File: config.mk
export PLATFORM = sky130hd
export DESIGN_NAME = ata_pio_lba28_transfer_sequencer
export DESIGN_NICKNAME = d
export VERILOG_FILES = /design/src/rtl/ata_pio_pkg.sv /design/src/rtl/ata_pio_front.sv /design/src/rtl/ata_pio_queue.sv /design/src/rtl/ata_pio_back.sv /design/src/rtl/ata_pio_lba28_transfer_sequencer.sv
export SDC_FILE = /design/constraint.sdc
export NUM_CORES = 1
export LEC_CHECK = 0
export BUFFER_PORTS_ARGS = -buffer_cell sky130_fd_sc_hd__buf_4
export CAP_MARGIN = 20
export CORE_AREA = 4 4 210 212
export DETAILED_ROUTE_END_ITERATION = 7
export DIE_AREA = 0 0 214 216
export PLACE_DENSITY = 0.79
export RECOVER_POWER = 25
export SLEW_MARGIN = 10
export SYNTH_ARGS = -nofsm -noshare
export SYNTH_HDL_FRONTEND = slang
export SYNTH_SLANG_ARGS = --single-unit
File: constraint.sdc
create_clock -name i_clk -period 7.4 [get_ports i_clk]
set_input_delay 1.11 -clock i_clk [delete_from_list [all_inputs] [get_ports i_clk]]
set_output_delay 1.11 -clock i_clk [all_outputs]
set_load 0.005 [all_outputs]
File: src/rtl/ata_pio_pkg.sv
// Package for the ATA PIO LBA28 transfer sequencer: request and bus operation codes,
// task file offsets, sequencer phases and the command record passed from front to back.
// No dependencies.
package ata_pio_pkg;

    localparam int WORDS_PER_SECTOR  = 256;
    localparam int MAX_CHUNK_SECTORS = 255;

    localparam logic [1:0] REQ_START  = 2'd0;
    localparam logic [1:0] REQ_STATUS = 2'd1;
    localparam logic [1:0] REQ_DATA   = 2'd2;

    localparam logic [2:0] OP_NONE      = 3'd0;
    localparam logic [2:0] OP_REG_WRITE = 3'd1;
    localparam logic [2:0] OP_STAT_READ = 3'd2;
    localparam logic [2:0] OP_DATA_READ = 3'd3;
    localparam logic [2:0] OP_DATA_WR   = 3'd4;
    localparam logic [2:0] OP_BUF_FETCH = 3'd5;
    localparam logic [2:0] OP_BUF_STORE = 3'd6;

    localparam logic [2:0] REG_DATA    = 3'd0;
    localparam logic [2:0] REG_COUNT   = 3'd2;
    localparam logic [2:0] REG_LBA_LO  = 3'd3;
    localparam logic [2:0] REG_LBA_MID = 3'd4;
    localparam logic [2:0] REG_LBA_HI  = 3'd5;
    localparam logic [2:0] REG_HEAD    = 3'd6;
    localparam logic [2:0] REG_CMD     = 3'd7;

    localparam logic [2:0] PH_IDLE  = 3'd0;
    localparam logic [2:0] PH_READY = 3'd1;
    localparam logic [2:0] PH_SWAIT = 3'd2;
    localparam logic [2:0] PH_RD    = 3'd3;
    localparam logic [2:0] PH_WR    = 3'd4;

    localparam logic [2:0] CFG_POLL_LIMIT = 3'd0;
    localparam logic [2:0] CFG_MASTER_HD  = 3'd1;
    localparam logic [2:0] CFG_SLAVE_HD   = 3'd2;
    localparam logic [2:0] CFG_READ_OP    = 3'd3;
    localparam logic [2:0] CFG_WRITE_OP   = 3'd4;

    localparam logic [7:0] STATUS_ABSENT = 8'hFF;

    localparam logic [2:0] TL_STATUS = 3'd0;
    localparam logic [2:0] TL_READ   = 3'd1;
    localparam logic [2:0] TL_FETCH  = 3'd2;
    localparam logic [2:0] TL_FINISH = 3'd3;
    localparam logic [2:0] TL_CHUNK  = 3'd4;

    typedef struct packed {
        logic        secondary;
        logic        has_word;
        logic        word_store;
        logic [15:0] word;
        logic [23:0] idx;
        logic [2:0]  tail;
        logic        ok;
        logic [7:0]  head;
        logic [7:0]  count;
        logic [23:0] lba;
        logic [7:0]  opcode;
    } t_cmd;

endpackage

File: src/rtl/ata_pio_front.sv
// Front part of the sequencer: configuration registers, job state and the classification
// of each request into a command record for the back part.
// Depends on ata_pio_pkg.
module ata_pio_front (
    input  logic                i_clk,
    input  logic                i_rst_n,
    input  logic                i_cfg_we,
    input  logic [2:0]          i_cfg_idx,
    input  logic [15:0]         i_cfg_data,
    input  logic                i_accept,
    input  logic [1:0]          i_req_type,
    input  logic [1:0]          i_port_select,
    input  logic [31:0]         i_start_lba,
    input  logic [15:0]         i_sector_total,
    input  logic                i_is_write,
    input  logic [7:0]          i_status_byte,
    input  logic [15:0]         i_data_word,
    output logic                o_push,
    output ata_pio_pkg::t_cmd   o_cmd
);
    import ata_pio_pkg::*;

    logic [15:0] r_poll_limit;
    logic [7:0]  r_master_hd, r_slave_hd, r_read_op, r_write_op;

    logic [2:0]  r_phase, n_phase;
    logic [1:0]  r_port, n_port;
    logic        r_is_write, n_is_write;
    logic [27:0] r_lba, n_lba;
    logic [15:0] r_sr, n_sr;
    logic [7:0]  r_csl, n_csl;
    logic [15:0] r_sd, n_sd;
    logic [7:0]  r_wis, n_wis;
    logic [15:0] r_pc, n_pc;

    logic [15:0] pc_inc;
    logic [15:0] lim;
    logic        timeout;
    logic [7:0]  chunk;
    logic [7:0]  csl_dec;
    logic        chunk_go;
    logic        push;
    t_cmd        cmd;

    assign pc_inc  = (r_pc == 16'hFFFF) ? r_pc : r_pc + 16'd1;
    assign lim     = (r_poll_limit == 16'd0) ? 16'd1 : r_poll_limit;
    assign timeout = (pc_inc >= lim);
    assign chunk   = (r_sr < 16'(MAX_CHUNK_SECTORS)) ? r_sr[7:0] : 8'(MAX_CHUNK_SECTORS);
    assign csl_dec = r_csl - 8'd1;

    always_comb begin
        n_phase    = r_phase;
        n_port     = r_port;
        n_is_write = r_is_write;
        n_lba      = r_lba;
        n_sr       = r_sr;
        n_csl      = r_csl;
        n_sd       = r_sd;
        n_wis      = r_wis;
        n_pc       = r_pc;
        push       = 1'b0;
        chunk_go   = 1'b0;
        cmd        = '0;
        cmd.tail   = TL_STATUS;

        if (i_accept) begin
            if (r_phase == PH_IDLE && i_req_type == REQ_START) begin
                n_port     = i_port_select;
                n_lba      = i_start_lba[27:0];
                n_sr       = i_sector_total;
                n_is_write = i_is_write;
                n_csl      = 8'd0;
                n_sd       = 16'd0;
                n_wis      = 8'd0;
                n_pc       = 16'd0;
                n_phase    = PH_READY;
                push       = 1'b1;
            end else if ((r_phase == PH_READY || r_phase == PH_SWAIT)
                         && i_req_type == REQ_STATUS) begin
                n_pc = pc_inc;
                push = 1'b1;
                if (r_phase == PH_READY) begin
                    if (i_status_byte == STATUS_ABSENT || !i_status_byte[7] || timeout) begin
                        chunk_go = 1'b1;
                    end
                end else if (i_status_byte == STATUS_ABSENT) begin
                    cmd.tail = TL_FINISH;
                    n_phase  = PH_IDLE;
                end else if (!i_status_byte[7]) begin
                    if (i_status_byte[0]) begin
                        cmd.tail = TL_FINISH;
                        n_phase  = PH_IDLE;
                    end else begin
                        n_wis = 8'd0;
                        if (r_is_write) begin
                            n_phase  = PH_WR;
                            cmd.tail = TL_FETCH;
                            cmd.idx  = {r_sd, 8'd0};
                        end else begin
                            n_phase  = PH_RD;
                            cmd.tail = TL_READ;
                        end
                    end
                end else if (timeout) begin
                    cmd.tail = TL_FINISH;
                    n_phase  = PH_IDLE;
                end
            end else if ((r_phase == PH_RD || r_phase == PH_WR) && i_req_type == REQ_DATA) begin
                push           = 1'b1;
                cmd.has_word   = 1'b1;
                cmd.word_store = (r_phase == PH_RD);
                cmd.word       = i_data_word;
                cmd.idx        = (r_phase == PH_RD) ? {r_sd, r_wis} : {r_sd, r_wis + 8'd1};
                if (r_wis == 8'(WORDS_PER_SECTOR - 1)) begin
                    n_wis = 8'd0;
                    n_sd  = r_sd + 16'd1;
                    n_csl = csl_dec;
                    if (csl_dec != 8'd0) begin
                        n_phase  = PH_SWAIT;
                        n_pc     = 16'd0;
                        cmd.tail = TL_STATUS;
                    end else begin
                        chunk_go = 1'b1;
                    end
                end else begin
                    n_wis    = r_wis + 8'd1;
                    cmd.tail = (r_phase == PH_RD) ? TL_READ : TL_FETCH;
                end
            end
        end

        if (chunk_go) begin
            if (r_sr == 16'd0) begin
                cmd.tail = TL_FINISH;
                cmd.ok   = 1'b1;
                n_phase  = PH_IDLE;
            end else begin
                cmd.tail   = TL_CHUNK;
                cmd.head   = (r_port[0] ? r_slave_hd : r_master_hd) | {4'd0, r_lba[27:24]};
                cmd.count  = chunk;
                cmd.lba    = r_lba[23:0];
                cmd.opcode = r_is_write ? r_write_op : r_read_op;
                n_csl      = chunk;
                n_sr       = r_sr - {8'd0, chunk};
                n_lba      = r_lba + {20'd0, chunk};
                n_phase    = PH_SWAIT;
                n_pc       = 16'd0;
            end
        end

        cmd.secondary = n_port[1];
    end

    always_ff @(posedge i_clk) begin
        if (!i_rst_n) begin
            r_poll_limit <= 16'd10000;
            r_master_hd  <= 8'hE0;
            r_slave_hd   <= 8'hF0;
            r_read_op    <= 8'h20;
            r_write_op   <= 8'h30;
            r_phase      <= PH_IDLE;
            r_port       <= 2'd0;
            r_is_write   <= 1'b0;
            r_lba        <= 28'd0;
            r_sr         <= 16'd0;
            r_csl        <= 8'd0;
            r_sd         <= 16'd0;
            r_wis        <= 8'd0;
            r_pc         <= 16'd0;
        end else begin
            if (i_cfg_we) begin
                case (i_cfg_idx)
                    CFG_POLL_LIMIT: r_poll_limit <= i_cfg_data;
                    CFG_MASTER_HD:  r_master_hd  <= i_cfg_data[7:0];
                    CFG_SLAVE_HD:   r_slave_hd   <= i_cfg_data[7:0];
                    CFG_READ_OP:    r_read_op    <= i_cfg_data[7:0];
                    CFG_WRITE_OP:   r_write_op   <= i_cfg_data[7:0];
                    default: begin
                    end
                endcase
            end
            r_phase    <= n_phase;
            r_port     <= n_port;
            r_is_write <= n_is_write;
            r_lba      <= n_lba;
            r_sr       <= n_sr;
            r_csl      <= n_csl;
            r_sd       <= n_sd;
            r_wis      <= n_wis;
            r_pc       <= n_pc;
        end
    end

    assign o_push = push;
    assign o_cmd  = cmd;

endmodule

File: src/rtl/ata_pio_queue.sv
// Short command queue between the front and back parts of the sequencer.
// Depends on ata_pio_pkg for the command record.
module ata_pio_queue #(
    parameter int DEPTH = 4
) (
    input  logic                i_clk,
    input  logic                i_rst_n,
    input  logic                i_push,
    input  ata_pio_pkg::t_cmd   i_cmd,
    input  logic                i_pop,
    output logic                o_full,
    output logic                o_empty,
    output ata_pio_pkg::t_cmd   o_cmd
);
    import ata_pio_pkg::*;

    localparam int AW = $clog2(DEPTH);
    localparam int CW = $clog2(DEPTH + 1);

    t_cmd          r_mem [DEPTH];
    logic [AW-1:0] r_wr_ptr, r_rd_ptr;
    logic [CW-1:0] r_count;
    logic          do_push, do_pop;

    assign o_full  = (r_count == CW'(DEPTH));
    assign o_empty = (r_count == '0);
    assign do_push = i_push && !o_full;
    assign do_pop  = i_pop && !o_empty;
    assign o_cmd   = r_mem[r_rd_ptr];

    always_ff @(posedge i_clk) begin
        if (do_push) begin
            r_mem[r_wr_ptr] <= i_cmd;
        end
    end

    always_ff @(posedge i_clk) begin
        if (!i_rst_n) begin
            r_wr_ptr <= '0;
            r_rd_ptr <= '0;
            r_count  <= '0;
        end else begin
            if (do_push) begin
                r_wr_ptr <= (r_wr_ptr == AW'(DEPTH - 1)) ? '0 : r_wr_ptr + 1'b1;
            end
            if (do_pop) begin
                r_rd_ptr <= (r_rd_ptr == AW'(DEPTH - 1)) ? '0 : r_rd_ptr + 1'b1;
            end
            if (do_push && !do_pop) begin
                r_count <= r_count + 1'b1;
            end else if (do_pop && !do_push) begin
                r_count <= r_count - 1'b1;
            end
        end
    end

endmodule

File: src/rtl/ata_pio_back.sv
// Back part of the sequencer: expands each queued command into its bus operations and
// drives them one per cycle, while a command waits and the output is ready, through a registered output stage.
// Depends on ata_pio_pkg.
module ata_pio_back (
    input  logic                i_clk,
    input  logic                i_rst_n,
    input  logic                i_empty,
    input  ata_pio_pkg::t_cmd   i_cmd,
    output logic                o_pop,
    output logic                m_axis_tvalid,
    input  logic                m_axis_tready,
    output logic [47:0]         m_axis_tdata,
    output logic [2:0]          m_axis_tuser,
    output logic                m_axis_tlast
);
    import ata_pio_pkg::*;

    logic        r_valid;
    logic [47:0] r_tdata;
    logic [2:0]  r_tuser;
    logic        r_tlast;
    logic [2:0]  r_step;

    logic [2:0]  step;
    logic        load;
    logic [2:0]  op;
    logic [2:0]  off;
    logic [15:0] data;
    logic [23:0] idx;
    logic        done;
    logic        ok;
    logic        is_last;

    assign step = r_step + {2'd0, !i_cmd.has_word};
    assign load = !i_empty && (!r_valid || m_axis_tready);

    always_comb begin
        op      = OP_NONE;
        off     = REG_DATA;
        data    = 16'd0;
        idx     = 24'd0;
        done    = 1'b0;
        ok      = 1'b0;
        is_last = 1'b0;
        if (step == 3'd0) begin
            op   = i_cmd.word_store ? OP_BUF_STORE : OP_DATA_WR;
            data = i_cmd.word;
            idx  = i_cmd.word_store ? i_cmd.idx : 24'd0;
        end else begin
            case (i_cmd.tail)
                TL_STATUS: begin
                    op      = OP_STAT_READ;
                    off     = REG_CMD;
                    is_last = 1'b1;
                end
                TL_READ: begin
                    op      = OP_DATA_READ;
                    is_last = 1'b1;
                end
                TL_FETCH: begin
                    op      = OP_BUF_FETCH;
                    idx     = i_cmd.idx;
                    is_last = 1'b1;
                end
                TL_FINISH: begin
                    done    = 1'b1;
                    ok      = i_cmd.ok;
                    is_last = 1'b1;
                end
                TL_CHUNK: begin
                    op = OP_REG_WRITE;
                    case (step)
                        3'd1: begin
                            off  = REG_HEAD;
                            data = {8'd0, i_cmd.head};
                        end
                        3'd2: begin
                            off  = REG_COUNT;
                            data = {8'd0, i_cmd.count};
                        end
                        3'd3: begin
                            off  = REG_LBA_LO;
                            data = {8'd0, i_cmd.lba[7:0]};
                        end
                        3'd4: begin
                            off  = REG_LBA_MID;
                            data = {8'd0, i_cmd.lba[15:8]};
                        end
                        3'd5: begin
                            off  = REG_LBA_HI;
                            data = {8'd0, i_cmd.lba[23:16]};
                        end
                        3'd6: begin
                            off  = REG_CMD;
                            data = {8'd0, i_cmd.opcode};
                        end
                        default: begin
                            op      = OP_STAT_READ;
                            off     = REG_CMD;
                            is_last = 1'b1;
                        end
                    endcase
                end
                default: begin
                    is_last = 1'b1;
                end
            endcase
        end
    end

    always_ff @(posedge i_clk) begin
        if (load) begin
            r_tdata <= {2'd0, ok, done, idx, data, off, i_cmd.secondary};
            r_tuser <= op;
            r_tlast <= is_last;
        end
    end

    always_ff @(posedge i_clk) begin
        if (!i_rst_n) begin
            r_valid <= 1'b0;
            r_step  <= 3'd0;
        end else begin
            if (load) begin
                r_valid <= 1'b1;
                r_step  <= is_last ? 3'd0 : r_step + 3'd1;
            end else if (m_axis_tready) begin
                r_valid <= 1'b0;
            end
        end
    end

    assign o_pop         = load && is_last;
    assign m_axis_tvalid = r_valid;
    assign m_axis_tdata  = r_tdata;
    assign m_axis_tuser  = r_tuser;
    assign m_axis_tlast  = r_tlast;

endmodule

File: src/rtl/ata_pio_lba28_transfer_sequencer.sv
// Host-side ATA PIO engine for 28-bit LBA transfers, top level.
// The first bus operation of a request passes through the command queue and the output register.
// Throughput: a request is accepted every cycle while the command queue has room; the back
// part issues one bus operation per cycle while the output is ready; a request yields no
// bus operation when ignored, two for most data words and up to eight when one ends a chunk.
// Reset: synchronous, active low; clears job state and queue, loads register defaults.
module ata_pio_lba28_transfer_sequencer #(
    parameter int QUEUE_DEPTH = 4
) (
    input  logic        i_clk,
    input  logic        i_rst_n,
    input  logic        i_cfg_we,
    input  logic [2:0]  i_cfg_idx,
    input  logic [15:0] i_cfg_data,
    input  logic        s_axis_tvalid,
    output logic        s_axis_tready,
    // tdata: port_select, start_lba, sector_total, is_write, status_byte, data_word, zero pad
    input  logic [79:0] s_axis_tdata,
    // tuser: req_type
    input  logic [1:0]  s_axis_tuser,
    output logic        m_axis_tvalid,
    input  logic        m_axis_tready,
    // tdata: secondary_channel, reg_offset, bus_data, buffer_index, done_res, success, zero pad
    output logic [47:0] m_axis_tdata,
    // tuser: bus_op
    output logic [2:0]  m_axis_tuser,
    output logic        m_axis_tlast
);
    import ata_pio_pkg::*;

    logic accept;
    logic push, pop, full, empty;
    t_cmd push_cmd, head_cmd;

    assign s_axis_tready = !full;
    assign accept        = s_axis_tvalid && !full;

    ata_pio_front u_front (
        .i_clk          (i_clk),
        .i_rst_n        (i_rst_n),
        .i_cfg_we       (i_cfg_we),
        .i_cfg_idx      (i_cfg_idx),
        .i_cfg_data     (i_cfg_data),
        .i_accept       (accept),
        .i_req_type     (s_axis_tuser),
        .i_port_select  (s_axis_tdata[1:0]),
        .i_start_lba    (s_axis_tdata[33:2]),
        .i_sector_total (s_axis_tdata[49:34]),
        .i_is_write     (s_axis_tdata[50]),
        .i_status_byte  (s_axis_tdata[58:51]),
        .i_data_word    (s_axis_tdata[74:59]),
        .o_push         (push),
        .o_cmd          (push_cmd)
    );

    ata_pio_queue #(
        .DEPTH (QUEUE_DEPTH)
    ) u_queue (
        .i_clk   (i_clk),
        .i_rst_n (i_rst_n),
        .i_push  (push),
        .i_cmd   (push_cmd),
        .i_pop   (pop),
        .o_full  (full),
        .o_empty (empty),
        .o_cmd   (head_cmd)
    );

    ata_pio_back u_back (
        .i_clk         (i_clk),
        .i_rst_n       (i_rst_n),
        .i_empty       (empty),
        .i_cmd         (head_cmd),
        .o_pop         (pop),
        .m_axis_tvalid (m_axis_tvalid),
        .m_axis_tready (m_axis_tready),
        .m_axis_tdata  (m_axis_tdata),
        .m_axis_tuser  (m_axis_tuser),
        .m_axis_tlast  (m_axis_tlast)
    );

endmodule
=== Word level (Yosys, flattened, before mapping) ===
Memories as Yosys holds them, arrays and structs flattened. A register that Yosys moved wholly into a read port is not among the register bits.
Index checks and enable logic that the tools add are counted.

* Add/subtract/negate cells: 12
* Order comparisons: 2
* Equal/unequal tests: 33
* Multiplexer cells: 117
* Bitwise logic cells: 2
* Reductions and logical operators: 51

{| class="wikitable"
|+ Operators by type and width
! kind !! number
|-
| 16-bit two-way mux || 20
|-
| 24-bit two-way mux || 7
|-
| 8-bit two-way mux || 19
|-
| 45-bit two-way mux || 3
|-
| 28-bit two-way mux || 4
|-
| 3-bit two-way mux || 22
|-
| 27-bit two-way mux || 2
|-
| 52-bit two-way mux || 1
|-
| 48-bit two-way mux || 1
|-
| 8-bit case mux with 6 select lines || 1
|-
| 16-bit by 1-bit adder with 16-bit output (second input constant) || 2
|-
| 16-bit zero test || 2
|-
| 28-bit by 8-bit adder with 28-bit output || 1
|-
| 3-bit by 2-bit == test with 1-bit output (second input constant) || 8
|-
| 2-bit two-way mux || 12
|-
| 3-bit == test (second input constant) || 7
|-
| 1-bit two-way mux || 21
|-
| 18-bit two-way mux || 1
|-
| 16-bit == test (second input constant) || 1
|-
| 8-bit == test (second input constant) || 2
|-
| 16-bit >= comparator || 1
|-
| 16-bit by 8-bit < comparator with 1-bit output (second input constant) || 1
|-
| 16-bit by 8-bit subtractor with 16-bit output || 1
|-
| 3-bit zero test || 5
|-
| 31 further kinds || 72
|}

* Bits in registers: 207
* RAM bits: 380
* Input bits: 106
* Output and inout port bits: 54
* Memories kept: 1

{| class="wikitable"
|+ Memory list
! memory !! depth !! bits a word !! read ports !! clocked after Yosys merged registers in !! write ports !! RTL line !! RTL
|-
| u_queue.r_mem || 4 || 95 || 1 || 1 || 1 || ata_pio_queue.sv:20 || <nowiki>t_cmd r_mem [DEPTH];</nowiki>
|}

=== Longest topological paths before layout ===
Gate-level depths: netlist of run 1.

* Depth in word-level cells: 12
* Gate-level depth with buffers: 20
* Gate-level depth less buffers: 16

=== By module ===
A second synthesis of run 1 with hierarchy kept.

* Cell total of the unflattened synthesis: 2010
* Area, all modules: 26226.4 µm²

{| class="wikitable"
|+ By module, submodules not included
! module !! instances !! cells each !! area an instance (µm²)
|-
| ata_pio_queue || 1 || 548 || 14226.1
|-
| ata_pio_front || 1 || 1244 || 9282.7
|-
| ata_pio_back || 1 || 216 || 2707.6
|-
| ata_pio_lba28_transfer_sequencer || 1 || 2 || 10.0
|}

=== Worst setup path before layout of run 1 ===
OpenSTA, ideal clock, no wires.

* Kind: in2reg
* From: input port m_axis_tready
* To: register u_queue.r_count[2]
* Arrival time: 5.649 ns
* Data required time: 7.330 ns
* Path slack: 1.680 ns
* Stages: 9
* Path through: inv_1 > a21oi_1 > nand3_1 > ha_1 > inv_1 > fa_1 > xor2_1 > or3_1 > a21oi_1

* Longest elaborated chain between the ends: 7
* Elaborated cells on any way between the ends: 9
* Classes of those cells: 1 x mux; 8 x reduce/logical

{| class="wikitable"
|+ Ends and longest elaborated chain
! element !! RTL line !! RTL
|-
| start: declaration || ata_pio_lba28_transfer_sequencer.sv:22 || <nowiki>input logic m_axis_tready,</nowiki>
|-
| 1-bit logical OR (*) || ata_pio_back.sv:35 || <nowiki>assign load = !i_empty && (!r_valid || m_axis_tready);</nowiki>
|-
| 1-bit logical AND (*) || ata_pio_back.sv:35 ||
|-
| net u_back.load || ata_pio_back.sv:25 || <nowiki>logic load;</nowiki>
|-
| 1-bit logical AND (*) || ata_pio_back.sv:133 || <nowiki>assign o_pop = load && is_last;</nowiki>
|-
| 1-bit logical AND (*) || ata_pio_queue.sv:28 || <nowiki>assign do_pop = i_pop && !o_empty;</nowiki>
|-
| 1-bit zero test || ata_pio_queue.sv:49 || <nowiki>if (do_push && !do_pop) begin</nowiki>
|-
| 1-bit logical AND || ata_pio_queue.sv:49 ||
|-
| 3-bit two-way mux or 2-bit nonzero test (tied branches) || -- ||
|-
| end signal: assignment || ata_pio_queue.sv:50 || <nowiki>r_count <= r_count + 1'b1;</nowiki>
|-
| end signal: assignment || ata_pio_queue.sv:52 || <nowiki>r_count <= r_count - 1'b1;</nowiki>
|-
| end: declaration || ata_pio_queue.sv:22 || <nowiki>logic [CW-1:0] r_count;</nowiki>
|}

The timed path passes the listed nets; every way through them passes the cells marked *.
A chain may end at the register's enable or synchronous reset.

=== Final worst setup path of run 1 ===
* From: input port i_rst_n
* To: register u_front.r_sr[8]

{| class="wikitable"
|+ RTL lines
! element !! RTL line !! RTL
|-
| start: declaration || ata_pio_lba28_transfer_sequencer.sv:11 || <nowiki>input logic i_rst_n,</nowiki>
|-
| end signal: assignment || ata_pio_front.sv:186 || <nowiki>r_sr <= n_sr;</nowiki>
|-
| end: declaration || ata_pio_front.sv:30 || <nowiki>logic [15:0] r_sr, n_sr;</nowiki>
|}

No word-level cell between the ends.

==> metrics, run 1 <==
crit end category=flip-flop; Static Leak=10.3 nW; gr usage total=25.6%; #FFs+latches synth=589; Die Wd=214 um; CTS root buf=clkbuf_16; r2r setup slk=about 1.9 ns; Crit-path slowest cell=clkbuf_1; Synth Warn #=0; Compound-Gate Fraction of Synth Area=8.34%; Place WS=just under 2 ns; Critical Path AT=6.23 ns; Detailed Route WL=approximately 60,000 um; first-pass GRT wire length=94,000 um; Synth Cell Area=roughly 25,000 um^2; critical setup path kind=in2reg; Setup WS post-layout=between 1.5 and 2 ns; syn avg cell area=13.0 um^2; mux share of post-synthesis cell area=9.14%; CTS tree=built; Initial Utilization=60.8%; Vias per Instance=roughly 6.3; Crit path top cell by count=clkbuf_1; Net Switching=approximately 0.0023 W; Mapped Cells=1,968; Critical R2R Capture=u_queue.r_count[2]; M3 GR Usage=4.29%; FFs w/ async S/R, synth=0%; Util after Layout=68.6%; RSZ-0062 raised after global routing=false; Clock Sinks=589; initial antenna violation count=0; post-synthesis adder-cell area fraction=under 10%; CTS Buf Count=58; CTS clk-pin slew, worst paths=roughly 0.060 ns; Max Cap Viol=4; Fin Hold WS=roughly 0.45 ns; logic gate share of total power=19.5%; Max Slew Vio Count=roughly 220; Routed WL per cell=22.1 um; post-route ant nets=0; xor/xnor cell area share of the yosys netlist=1.68%; PD cells=291 nW/um^2; drt first pass iters=5; Setup violations, final=0; routing usage on met1=35.5%; Overflow after GRT=0; final hold vios=0; Yosys cell types=78; fin crit share=77.7%; Core Region=41,900 um^2; clock skew=roughly 0.017 ns; largest net degree at the start of global routing=67; Seq pwr share=47.2%; Post-CTS Setup Bufs=0; I/O pin count=160; H-tree Lvls=2; setup tns final=0 ns; Period minus WS final=5.75 ns; antenna fix cells=0; FMAX=174 MHz; Worst path top cell family by delay=buffers and inverters; Post-CTS Resized=0; Hold WC Path Type=reg2reg; hold buffers post-CTS=0; Hold EP=u_front.r_master_hd[3]; M2 GR Usage=43.0%; sw frac=27.3%; P_int=between 0.006 and 0.007 W; status=finished, violations left; sequential cell area fraction in the yosys report=63.1%; CP Cell Sequence=clkbuf_1, inv_1, clkbuf_1, a311oi_1; hold path depth=2; vias in the first global route=16,900; DRC Markers=0; Max FO, Critical Path=between 50 and 60; Worst-Skew Late Latency=0.61 ns; failing checks=max-capacitance violations, max-slew violations; DIE HEIGHT=216 um; Max stage delay on crit path=1.86 ns; worst slew pin tran=roughly 3.2 ns; Final GP Congestion=0.832; Peak supply drop=about 0.21 mV; share of cells above drive strength 1=16.6%; IO buf count=148; CP required=7.88 ns; Buffers & Inverters on Critical Path=3; Worst Reg-to-Reg Cells=15; EDFF count, synth=430; area share of and/or/nand/nor cells after synthesis=between 10% and 20%; Die ar.=~46,000 um^2; Total Power=0.00838 W; Top FF cell, synth=edfxtp_1; hpwl dp=37,200 um; Slew headroom=-111%; via count=around 17,000; Final nets=2,247; Rows=75; largest family of logic cells by synthesized area=simple AND/OR/NAND/NOR gates; critical hold path startpoint=u_front.r_master_hd[3]; most used routing layer=met2; First DRT Iteration DRCs=1,777; area added between synthesis and finish=12.9%; startpoint types=input port; Max clock buf depth=3; clock network fraction of design power=33.3%
==> cells by family (layout without fill, tap and decap cells) <==
logic type      after synthesis  in the layout
mux                         114            114
compound gates              329            329
xor+xnor                     49             49
buf+inv                     139            319
other cells                   1              2
fa+ha+maj                    41             41
simple gates                706            706
flops                       589            589
==> state kept, by name (all words and copies together), names as in the netlist, 16 cells and up, named ones only <==
name / flops
u_queue.r_mem: 380
u_back.m_axis_tdata: 46
u_front.r_sr: 16
u_front.r_lba: 28
u_front.r_pc: 16
u_front.r_sd: 16
u_front.r_poll_limit: 16
==> worst min-delay path, stage by stage (launching register included) <==
cell	delay [ns]
dfxtp_1	0.30
nand2_1	0.05
a21oi_1	0.05
==> power groups by stage <==
stage	clock (W)	sequential (W)	combinational [W]
after floorplan	0	0.00400	0.00104
after global placement	0	0.00399	0.00163
after detailed placement	0	0.00401	0.00167
after CTS	0.00282	0.00394	0.00169
after global routing	0.00297	0.00398	0.00178
final	0.00279	0.00395	0.00163
==> metal layers <==
metal	share of wire [%]	routed length [um]	vias to the layer above
li1	-	-	7648
met1	41	24400	8324
met2	49	29100	761
met3	7.6	4530	96
met4	2.2	1310	0
met5	0	0	-
==> layout by cell type (no fill, tap or decap), types with 11 or more instances in the layout <==
cell type / synthesis / final
clkinv_2: 0 / 13
a311oi_1: 14 / 14
xnor2_1: 22 / 21
and3_1: 21 / 21
nand2_1: 267 / 267
and2_1: 79 / 59
a21oi_1: 113 / 112
o211ai_1: 13 / 13
edfxtp_1: 430 / 430
mux4_2: 95 / 95
clkinv_1: 0 / 13
buf_4: 2 / 109
a22oi_1: 11 / 11
nor2b_1: 33 / 33
nor2_1: 131 / 131
dfxtp_1: 159 / 157
and2_0: 2 / 18
nand4_1: 12 / 12
clkbuf_4: 0 / 42
xor2_1: 27 / 27
o21ai_0: 44 / 44
clkbuf_1: 64 / 31
a211oi_1: 14 / 14
nor4_1: 11 / 11
inv_1: 37 / 38
nand2b_1: 13 / 13
clkbuf_16: 0 / 59
nand3_1: 47 / 47
mux2i_1: 18 / 18
o21a_1: 18 / 18
nor3_1: 33 / 32
a31oi_1: 29 / 29
ha_1: 39 / 39
or3_1: 21 / 21
==> through the flow <==
step	instance area, um^2	instances
2_1_floorplan	25500	1969
3_3_place_gp	27100	2576
3_5_place_dp	27100	2577
4_1_cts	28900	2686
5_1_grt	28800	2688
6_report	28800	2688
==> cell type report <==
class | instances | area (um^2)
multi-input cells | 1241 | 8850
repair buffers | 171 | 1220
inverters | 39 | 146
clock inverters | 37 | 265
flip-flops and latches | 589 | 16100
well taps | 539 | 674
clock buffers | 72 | 1530
fillers | 2804 | 13200
==> Yosys cell counts, drive strengths merged (11+ instances only) <==
| cell | instances | area, um^2 |
|---|---|---|
| a211oi | 14 | 105 |
| a21oi | 113 | 566 |
| a22oi | 11 | 82.6 |
| a311oi | 14 | 123 |
| a31oi | 29 | 181 |
| and2 | 81 | 507 |
| and3 | 22 | 143 |
| buf | 35 | 183 |
| clkbuf | 65 | 245 |
| dfxtp | 159 | 3180 |
| edfxtp | 430 | 12900 |
| ha | 39 | 488 |
| inv | 39 | 146 |
| mux2i | 18 | 180 |
| mux4 | 95 | 2140 |
| nand2 | 268 | 1010 |
| nand2b | 13 | 81.3 |
| nand3 | 47 | 235 |
| nand4 | 12 | 75.1 |
| nor2 | 132 | 503 |
| nor2b | 33 | 206 |
| nor3 | 37 | 211 |
| nor4 | 11 | 68.8 |
| o211ai | 13 | 97.6 |
| o21a | 18 | 135 |
| o21ai | 46 | 230 |
| or3 | 21 | 131 |
| xnor2 | 22 | 193 |
| xor2 | 27 | 236 |
==> how the worst max path moves through the flow <==
stage,from,end,depth (start not counted)
floorplan,m_axis_tready,u_queue.r_count[2],9
global placement,flip-flop,u_queue.r_count[2],15
detailed placement,u_front.r_pc[3],u_front.r_pc[2],13
CTS,flip-flop,u_queue.r_count[2],15
global route,i_rst_n,u_front.r_phase[1],4
finish,i_rst_n,u_front.r_sr[8],4
No activity file was read; power rests on OpenSTA's default activity.
==> run 2, diff against run 1 <==
--- a/config.mk
+++ b/config.mk
@@ -7,10 +7,10 @@
 export LEC_CHECK = 0
 export BUFFER_PORTS_ARGS = -buffer_cell sky130_fd_sc_hd__buf_4
 export CAP_MARGIN = 20
-export CORE_AREA = 4 4 210 212
+export CORE_AREA = 4 4 221 223
 export DETAILED_ROUTE_END_ITERATION = 7
-export DIE_AREA = 0 0 214 216
-export PLACE_DENSITY = 0.79
+export DIE_AREA = 0 0 225 227
+export PLACE_DENSITY = 0.75
 export RECOVER_POWER = 25
 export SLEW_MARGIN = 10
 export SYNTH_ARGS = -nofsm -noshare
==> constraint.sdc (replaced) <==
create_clock -name i_clk -period 5.1 [get_ports i_clk]
set_input_delay 0.765 -clock i_clk [delete_from_list [all_inputs] [get_ports i_clk]]
set_output_delay 0.765 -clock i_clk [all_outputs]
set_load 0.005 [all_outputs]
==> run 2 against run 1 <==
Net effect:
- die area up 10%
- critical path type is now reg2reg
- largest cell class unchanged
- critical endpoint is now u_front.r_pc[8]
- worst hold slack worse by 0.085 ns
- highest routed layer is now met5
- global-route usage down 2.4 points
- wire length up 0.20%
- flip-flop and latch count unchanged
- via count down 0.80%
- clock power up 55%
- the flow still finishes with violations (max-capacitance violations, max-slew violations)
==> metrics, run 2 (same netlist as run 1, synthesis figures left out) <==
commonest non-fill, non-tap cell in the layout=edfxtp_1; post-route ant nets=0 (unchanged); DR WL met2=28,800 um (-0.94%); drt first pass iters=5 (unchanged); Max FO, Critical Path=16 (-71%); P_int=0.00907 W (+49%); Max Used Layer=met5; hold buffers post-CTS=0 (unchanged); sw frac=27.2% (-0.12 points); fin crit share=91.5%; Worst Setup EP=u_front.r_pc[8]; antenna fix cells=0 (unchanged); area of the multi-input gates=8860 um^2 (+0.13%); max FFs per register=380 (unchanged); Sequential Area=16,100 um^2 (unchanged); largest net degree at the start of global routing=55 (-18%); logic gate share of total power=19.1% (-0.4 points); via count=16,695 (-0.80%); Metal-1 WL=24,400 um (+0.16%); Setup violations, final=0 (unchanged); IO buf count=148 (unchanged); share of cells above drive strength 1=17.9% (+1.3 points); Slew headroom=-103% (+7.8 points); CTS root buf=clkbuf_16; Final nets=2,256 (+0.40%); CP required=5.60 ns (-2.28 ns); Die Wd=225 um (+5.1%); Routed WL per cell=21.5 um (-2.6%); failing checks=max-capacitance violations, max-slew violations; vias in the first global route=16,561 (-2.0%); Post-CTS Resized=0 (unchanged); area added between synthesis and finish=14.5%; Die ar.=51,100 um^2 (+10%); H-tree Lvls=2 (unchanged); startpoint types=flip-flop; Max clock buf depth=3 (unchanged); Critical R2R Capture=u_front.r_pc[8]; Rows=79 (+5.3%); PD cells=427 nW/um^2 (+47%); first-pass GRT wire length=92,700 um (-1.4%); setup tns final=0 ns (unchanged); Max Cap Viol=3 (-1); clock network fraction of design power=34.8% (+1.5 points); register bank with the most flops=u_queue.r_mem; Net Switching=0.00339 W (+48%); I/O pin count=160 (unchanged); status=finished, violations left; clock skew=0.0348 ns (+0.0181 ns); CTS clk-pin slew, worst paths=0.06 ns (about the same); Seq pwr share=46.1% (-1.1 points); Worst Reg-to-Reg Cells=14 (-1); Filler cells=3,410 (+22%); Clock Sinks=589 (unchanged); critical setup path kind=reg2reg; Hold WC Path Type=in2reg; Cells after DPL=2,654 (+3.0%); Static Leak=10.4 nW (+1.8%); RSZ-0062 raised after global routing=false; worst slew pin tran=3.04 ns (-0.116 ns); Core Region=46,600 um^2 (+11%); Period minus WS final=4.67 ns; Max stage delay on crit path=0.54 ns (-1.32 ns); Final GP Congestion=0.862 (+3.5%); final hold vios=0 (unchanged); DIE HEIGHT=227 um (+5.1%); Overflow after GRT=0 (unchanged); Detailed Route WL=59,400 um (+0.20%); CTS tree=built; Crit path top cell by count=nand2_1; Vias per Instance=6.04 (-3.6%); final std cells w/o fill=2,765 (+2.9%); gr usage total=23.2% (-2.4 points); crit end category=flip-flop; Crit-path slowest cell=a311oi_1; Worst-Skew Late Latency=0.63 ns (+0.02 ns); Crit. Startpoint=u_front.r_pc[4]; initial antenna violation count=1 (+1); FMAX=214 MHz; r2r setup slk=0.43 ns (-1.49 ns); wire length on met3=4720 um (+4.2%); CP Cell Sequence=nand4_1, or3_1, nor3_1, xnor2_1, nand2_1, ha_1, and4_1, a2111oi_0, o21ai_0, o31a_1, nor2_4, buf_4, nand2_1, a311oi_1; Peak supply drop=0.340 mV (+64%); Post-CTS Setup Bufs=0 (unchanged); Critical Path AT=5.17 ns (-1.06 ns); critical hold path startpoint=i_cfg_data[10]; hpwl dp=38,600 um (+3.8%); RR Startpoint=u_front.r_pc[4]; DRC Markers=0 (unchanged); Fin Hold WS=0.367 ns (-0.0854 ns); Initial Utilization=54.8% (-6.0 points); Max Slew Vio Count=160 (-26%); CTS Buf Count=58 (unchanged); most frequent cells in the layout=edfxtp_1 (430), nand2_1 (267), dfxtp_1 (157), nor2_1 (130), buf_4 (118); First DRT Iteration DRCs=1,724 (-3.0%)
-- run 2: stage by stage --
| step | util, % | setup WS [ns] | area [um^2] | total power, W |
|---|---|---|---|---|
| 2_1_floorplan | - | 0.180 | 25500 | 0.00729 |
| 3_3_place_gp | 58.6 | 0.711 | 27300 | 0.00817 |
| 3_5_place_dp | 58.6 | 0.452 | 27300 | 0.00825 |
| 4_1_cts | 62.8 | 0.424 | 29200 | 0.0126 |
| 5_1_grt | 62.7 | 0.172 | 29200 | 0.0129 |
| 6_report | 62.7 | 0.433 | 29200 | 0.0125 |
-- run 2: how the worst min path moves through the flow --
stage                               endpoint  cells after the start
finish              u_front.r_poll_limit[10]                      3
global route        u_front.r_poll_limit[10]                      3
CTS                 u_front.r_poll_limit[10]                      3
detailed placement      u_front.r_read_op[2]                      2
global placement        u_front.r_read_op[2]                      2
floorplan             u_front.r_master_hd[0]                      2
-- run 2: power groups by stage --
stage	registers (W)	logic (W)	clock network [W]
floorplan	0.00579	0.00151	0
global placement	0.00581	0.00236	0
detailed placement	0.00583	0.00242	0
CTS	0.00573	0.00244	0.00439
global route	0.00578	0.00259	0.00457
finish	0.00575	0.00238	0.00433
-- run 2: cell type report --
class / count / area share [%]
clock buffer: 70 / 5.27
clock inverter: 39 / 1.46
inverter: 39 / 0.501
multi-input combinational: 1241 / 30.4
sequential: 589 / 55.2
tap: 607 / 2.60
timing repair buffer: 180 / 4.65
-- run 2: layer usage --
layer,track usage (%),vias up
met2,38.2,648
met3,4.69,102
met5,0,-
met1,31.8,8271
met4,6.60,2
li1,-,7672
-- run 2: worst max-delay path: cells and delay by family, from the launching register on --
kind | cells | cell delay (ns)
AO/OA/AOI/OAI | 4 | 1.72
XOR/XNOR | 1 | 0.14
adder cells (fa/ha/maj) | 1 | 0.30
buffers and inverters | 1 | 0.17
flip-flops | 1 | 0.46
AND/OR/NAND/NOR | 7 | 1.76
